--- config.mk ---
export PLATFORM = sky130hd
export DESIGN_NAME = servo_bus_packet_receiver
export DESIGN_NICKNAME = d
export VERILOG_FILES = /design/src/sbpr_pkg.sv /design/src/servo_bus_packet_receiver.sv
export SDC_FILE = /design/constraint.sdc
export NUM_CORES = 1
export LEC_CHECK = 0
export ABC_AREA = 1
export BUFFER_PORTS_ARGS = -buffer_cell sky130_fd_sc_hd__buf_2
export CAP_MARGIN = 20
export CORE_ASPECT_RATIO = 0.7
export CORE_UTILIZATION = 40
export CTS_CLUSTER_DIAMETER = 200
export DETAILED_ROUTE_END_ITERATION = 12
export HOLD_SLACK_MARGIN = 0.05
export SYNTH_ARGS = -nofsm -noshare
export SYNTH_HDL_FRONTEND = slang
export SYNTH_SLANG_ARGS = --single-unit
export TNS_END_PERCENT = 5
--- constraint.sdc ---
create_clock -name aclk -period 8.3 [get_ports aclk]
set_input_delay 1.66 -clock aclk [delete_from_list [all_inputs] [get_ports aclk]]
set_output_delay 1.66 -clock aclk [all_outputs]
set_load 0.01 [all_outputs]
--- src/sbpr_pkg.sv ---
`default_nettype none

package sbpr_pkg;

    localparam logic [7:0] HDR_BYTE  = 8'hFF;
    localparam logic [8:0] LEN_EXTRA = 9'd4;

    localparam int IN_TDATA_W  = 8;
    localparam int OUT_TDATA_W = 32;

    typedef enum logic [3:0] {
        ST_HDR1 = 4'b0001,
        ST_HDR2 = 4'b0010,
        ST_ID   = 4'b0100,
        ST_BODY = 4'b1000
    } parse_state_t;

    typedef struct packed {
        logic       sum_matches;
        logic [7:0] computed_sum;
        logic [7:0] packet_id;
        logic [8:0] packet_length;
    } result_t;

endpackage

`default_nettype wire

--- src/servo_bus_packet_receiver.sv ---
// Servo bus packet receiver.
// The slave channel takes one received serial byte per transaction (s_tdata[7:0]).
// The parser looks for two 0xFF header bytes, an ID byte other than 0xFF and a
// length byte L, then counts L more bytes, the last being the checksum. At the
// end of each packet one transaction leaves on the master channel carrying the
// total length L+4, the ID, the inverted 8-bit sum of ID, length and parameter
// bytes, and a flag that is set when the received checksum equals that sum.
// A length byte of zero ends the packet at once with the flag clear.
// Throughput is one byte per cycle while s_tready is high: the parse state is
// updated in the cycle the byte is taken, and the result is registered into the
// output register, or into the skid register while the output is stalled.
// When the receiver stalls, a second result lands in a one-entry skid register;
// s_tready drops only while that skid register is full, so input keeps flowing
// while one finished result waits.
// A synchronous low aresetn returns the parser to the header search and empties
// the output and skid registers.
`default_nettype none

module servo_bus_packet_receiver
    import sbpr_pkg::*;
(
    input  wire logic                   aclk,
    input  wire logic                   aresetn,
    input  wire logic                   s_tvalid,
    output logic                        s_tready,
    input  wire logic [IN_TDATA_W-1:0]  s_tdata,   // [7:0] rx_byte
    output logic                        m_tvalid,
    input  wire logic                   m_tready,
    output logic [OUT_TDATA_W-1:0]      m_tdata    // [8:0] packet_length, [16:9] packet_id,
                                                   // [24:17] computed_sum, [25] sum_matches
);

    parse_state_t state_reg, state_next;
    logic [7:0]   len_reg, len_next;
    logic [7:0]   cnt_reg, cnt_next;
    logic [7:0]   sum_reg, sum_next;
    logic [7:0]   id_reg, id_next;

    logic         out_valid_reg;
    result_t      out_data_reg;
    logic         skid_valid_reg;
    result_t      skid_data_reg;

    logic         s_fire;
    logic         res_valid;
    result_t      res_data;
    logic [7:0]   rx_byte;
    logic [7:0]   sum_add;

    assign rx_byte  = s_tdata[7:0];
    assign s_fire   = s_tvalid && s_tready;
    assign s_tready = !skid_valid_reg;
    assign sum_add  = sum_reg + rx_byte;

    always_comb begin
        state_next = state_reg;
        len_next   = len_reg;
        cnt_next   = cnt_reg;
        sum_next   = sum_reg;
        id_next    = id_reg;
        res_valid  = 1'b0;
        res_data   = '0;
        case (state_reg)
            ST_HDR1: begin
                if (rx_byte == HDR_BYTE) begin
                    state_next = ST_HDR2;
                end else begin
                    state_next = ST_HDR1;
                    len_next   = '0;
                    cnt_next   = '0;
                    sum_next   = '0;
                end
            end
            ST_HDR2: begin
                if (rx_byte == HDR_BYTE) begin
                    state_next = ST_ID;
                end else begin
                    state_next = ST_HDR1;
                    len_next   = '0;
                    cnt_next   = '0;
                    sum_next   = '0;
                end
            end
            ST_ID: begin
                if (rx_byte != HDR_BYTE) begin
                    id_next    = rx_byte;
                    sum_next   = rx_byte;
                    cnt_next   = '0;
                    state_next = ST_BODY;
                end else begin
                    state_next = ST_HDR1;
                    len_next   = '0;
                    cnt_next   = '0;
                    sum_next   = '0;
                end
            end
            ST_BODY: begin
                if (cnt_reg == 8'd0) begin
                    // length byte
                    if (rx_byte == 8'd0) begin
                        res_valid              = 1'b1;
                        res_data.packet_length = LEN_EXTRA;
                        res_data.packet_id     = id_reg;
                        res_data.computed_sum  = ~sum_add;
                        res_data.sum_matches   = 1'b0;
                        state_next = ST_HDR1;
                        len_next   = '0;
                        cnt_next   = '0;
                        sum_next   = '0;
                    end else begin
                        len_next = rx_byte;
                        sum_next = sum_add;
                        cnt_next = 8'd1;
                    end
                end else if (cnt_reg < len_reg) begin
                    sum_next = sum_add;
                    cnt_next = cnt_reg + 8'd1;
                end else begin
                    // checksum byte
                    res_valid              = 1'b1;
                    res_data.packet_length = {1'b0, len_reg} + LEN_EXTRA;
                    res_data.packet_id     = id_reg;
                    res_data.computed_sum  = ~sum_reg;
                    res_data.sum_matches   = (rx_byte == ~sum_reg);
                    state_next = ST_HDR1;
                    len_next   = '0;
                    cnt_next   = '0;
                    sum_next   = '0;
                end
            end
            default: begin
                state_next = ST_HDR1;
                len_next   = '0;
                cnt_next   = '0;
                sum_next   = '0;
            end
        endcase
    end

    always_ff @(posedge aclk) begin
        if (!aresetn) begin
            state_reg <= ST_HDR1;
            len_reg   <= '0;
            cnt_reg   <= '0;
            sum_reg   <= '0;
            id_reg    <= '0;
        end else if (s_fire) begin
            state_reg <= state_next;
            len_reg   <= len_next;
            cnt_reg   <= cnt_next;
            sum_reg   <= sum_next;
            id_reg    <= id_next;
        end
    end

    // output register with one-entry skid behind it
    always_ff @(posedge aclk) begin
        if (!aresetn) begin
            out_valid_reg  <= 1'b0;
            skid_valid_reg <= 1'b0;
        end else begin
            if (!out_valid_reg || m_tready) begin
                out_valid_reg  <= skid_valid_reg || (s_fire && res_valid);
                skid_valid_reg <= 1'b0;
            end else if (s_fire && res_valid) begin
                skid_valid_reg <= 1'b1;
            end
        end
    end

    always_ff @(posedge aclk) begin
        if (!out_valid_reg || m_tready) begin
            out_data_reg <= skid_valid_reg ? skid_data_reg : res_data;
        end else if (s_fire && res_valid) begin
            skid_data_reg <= res_data;
        end
    end

    assign m_tvalid = out_valid_reg;
    assign m_tdata  = {{(OUT_TDATA_W - $bits(result_t)){1'b0}}, out_data_reg};

    a_skid_behind_out: assert property (@(posedge aclk) disable iff (!aresetn)
        skid_valid_reg |-> out_valid_reg)
        else $error("skid entry held with empty output register");

    a_result_from_body: assert property (@(posedge aclk) disable iff (!aresetn)
        (s_fire && res_valid) |-> (state_reg == ST_BODY))
        else $error("result raised outside packet body");

    a_count_bound: assert property (@(posedge aclk) disable iff (!aresetn)
        (state_reg == ST_BODY && cnt_reg != 8'd0) |-> (cnt_reg <= len_reg))
        else $error("byte count passed declared length");

    a_count_idle: assert property (@(posedge aclk) disable iff (!aresetn)
        (state_reg != ST_BODY) |-> (cnt_reg == 8'd0))
        else $error("byte count nonzero outside packet body");

endmodule

`default_nettype wire
==> impl_metrics.ini <==
[yosys]
synth.cell_area_sq_um = 4620
synth-edff-count = 52
synth-async-reset-ratio_pct = 0
synthMostInstantiatedCell = nand2_1
synth_top_cell_area_share_pct = 33.8
count_of_yosys_warnings_during_synthesis = 0
mean_instance_size_in_the_synthesized_netlist_sq_um = 8.41
share_of_synthesized_area_spent_on_multiplexers_pct = 0
ys_seq_area_share_pct = 50.3
synth_ff_type = edfxtp_1
largest_family_of_logic_cells_by_synthesized_area = simple AND/OR/NAND/NOR gates
yosys.area_share.xor_xnor_pct = 1.71
synthDistinctLibCells = 44
post_synth_and_or_nand_nor_area_fraction_pct = 26.7
synth_compound_area_share_pct = 8.53
postSynthCellCount = 549
ys_seq_elements = 90
synthTopCellsByCount = nand2_1, inv_1, edfxtp_1, nor2_1, a21oi_1
yosys.area_share.adder_pct = 5.04
synth_area_leaders = edfxtp_1, dfxtp_1, nand2_1
yosysTopAreaCell = edfxtp_1

[floorplanning]
initial_core_util_pct = 41.5
top_level_ports = 46
design.core.area_sq_um = 11100
fp_rows = 32
chipWidth_um = 130
floorplan.die_area_sq_um = 12000
fp.dieH_um = 91.9

[clock_tree]
clock_slew_seen_by_the_registers_of_the_worst_setup_and_hold_paths_ps = 70
clock_tree_from_tritoncts = built
cts_resized = 0
cts.sinks = 90
post-cts-setup-buffer-count = 0
ctsRootBufferMaster = clkbuf_16
cts_buffers = 9
clkLatencyLatePin_ps = 350
clock_tree.htree_level_count = 3
cts.path.max_buffers = 2
postCtsHoldBufs = 0

[timing]
finalCritPeriodShare_pct = 39.8
final-hold-violation-count = 0
final_total_negative_setup_slack_ps = 0
timing.fmax_mhz = 303
unrepaired_setup_endpoints_after_global_routing = false
worst-slew-pin-transition_ps = 977
final_setup_fails = 0
final.setup_skew_ps = 11.8
slew_viol_final = 0
timing.slew.headroom_pct = 34.8
finalWorstPathRequiredPeriod_ps = 3300

[global_routing]
grt_max_degree = 31
groute.usage.overall_pct = 20.2
grt_pass1_vias = 3539
grt_antenna_before_repair = 0
wire_length_of_the_first_global_routing_pass_um = 18000
gr_overflow_total = 0

[routing]
route.vias.total = 3687
first_pass_iters = 5
avgRoutedWirePerCell_um = 14.6
postRouteAntennaNets = 0
vias_per_cell = 4.94
routed_wl_um = 10900
detail_route.drc_violations = 0
detail_route.iter0.violations = 251

[hold_path]
min-delay-path-class = reg2reg

[job]
cap_violations = 0

[placed_design]
buffer_ports.inserted = 39
gp_congestion = 0.930
hpwl_um = 7670

[worst_setup_path]
r2r_slack_ps = 5630
critical_path_peak_fanout = 25
critical_path_class = reg2out
critical_path_required_ps = 6640
crit_family = flip-flops
critical_path_arrival_ps = 1640
critical_path_s_largest_stage_delay_ps = 970
worst_setup_path_start_kind = flop
setup_crit_end_kind = output port
critPathSlowestCell = dfxtp_1
cp.buffers_inverters = 2
worstPathCellList = inv_1 -> buf_2

[pwr]
static-leakage-power_nw = 2.34
max-vdd-ir-drop_mv = 0.107
power_per_cell_area_nw_per_um2 = 177
power.total_mw = 0.925

[final_layout]
diodes = 0
drive_gt1_share_pct = 13.3
area_delta_synth_final_pct = 13.2
final_net_count = 618

[status]
outcome = finished clean
-- power breakdown --
group          switching [mW]  internal [mW]  leakage, nW
sequential            0.00205          0.469        0.846
combinational          0.0357         0.0143         1.36
clock                   0.174          0.230        0.137
total                   0.211          0.714         2.34
-- layout by cell type (no fill, tap or decap), types with 5 or more instances in the layout --
master,n
a21oi_1,39
buf_2,39
clkbuf_16,10
conb_1,6
dfxtp_1,38
edfxtp_1,52
ha_1,17
inv_1,62
nand2_1,179
nand2_2,6
nand3_1,19
nand4_1,7
nor2_1,42
nor3_1,9
o21ai_0,13
o22ai_1,5
xor2_1,5
-- final timing paths --
path	start	to	depth (start not counted)
max	skid_valid_reg$_SDFFE_PP0P_	s_tready	2
min	id_reg[3]$_SDFFE_PN0P_	id_reg[3]$_SDFFE_PN0P_	2
max reg2reg	skid_valid_reg$_SDFFE_PP0P_	cnt_reg[1]$_SDFFE_PN0P_	7
min reg2reg	id_reg[3]$_SDFFE_PN0P_	id_reg[3]$_SDFFE_PN0P_	2
-- per-stage QoR --
stage,setup WS [ps],cell area [sq um],instances,hold slack [ps],util (%)
3_5_place_dp,4750,4930,730,451,44.3
2_1_floorplan,4380,4640,554,429,-
5_1_grt,4860,5230,746,483,47.0
6_report,5000,5230,746,458,47.0
3_3_place_gp,4760,4930,730,451,44.3
4_1_cts,4970,5230,746,462,47.0
-- cells by family (layout without fill, tap and decap cells) --
kind of cell               after synthesis  count (layout)
and+or+nand+nor                        281             281
adders and majority gates               18              18
AOI/OAI and AO/OA                       68              68
other                                    1               6
xor gates and xnor gates                 9               9
DFF                                     90              90
buffers and inverters                   82             121
-- layer usage --
layer  vias to the layer above  track usage (%)  routed length, um
met5                         -                0                  0
met4                         0             8.05                196
met3                        17             4.49                669
met2                       102             29.3               4480
met1                      1718             28.8               5520
li1                       1850                -                  -
-- cell type report --
| type | instances | area [sq um] |
|---|---|---|
| Clock inverter | 3 | 23.8 |
| Multi-Input combinational cell | 382 | 1960 |
| Clock buffer | 13 | 272 |
| Tap cell | 153 | 191 |
| Sequential cell | 90 | 2320 |
| Timing Repair Buffer | 42 | 218 |
| Inverter | 63 | 236 |
| Fill cell | 1095 | 5900 |
-- worst register-to-register path, delay by kind of cell (launching register included) --
| kind | cells | cell delay, ps |
|---|---|---|
| compound gates | 2 | 550 |
| buf+inv | 3 | 950 |
| flops | 1 | 640 |
| simple gates | 2 | 420 |
No activity file was read; power rests on OpenSTA's default activity.
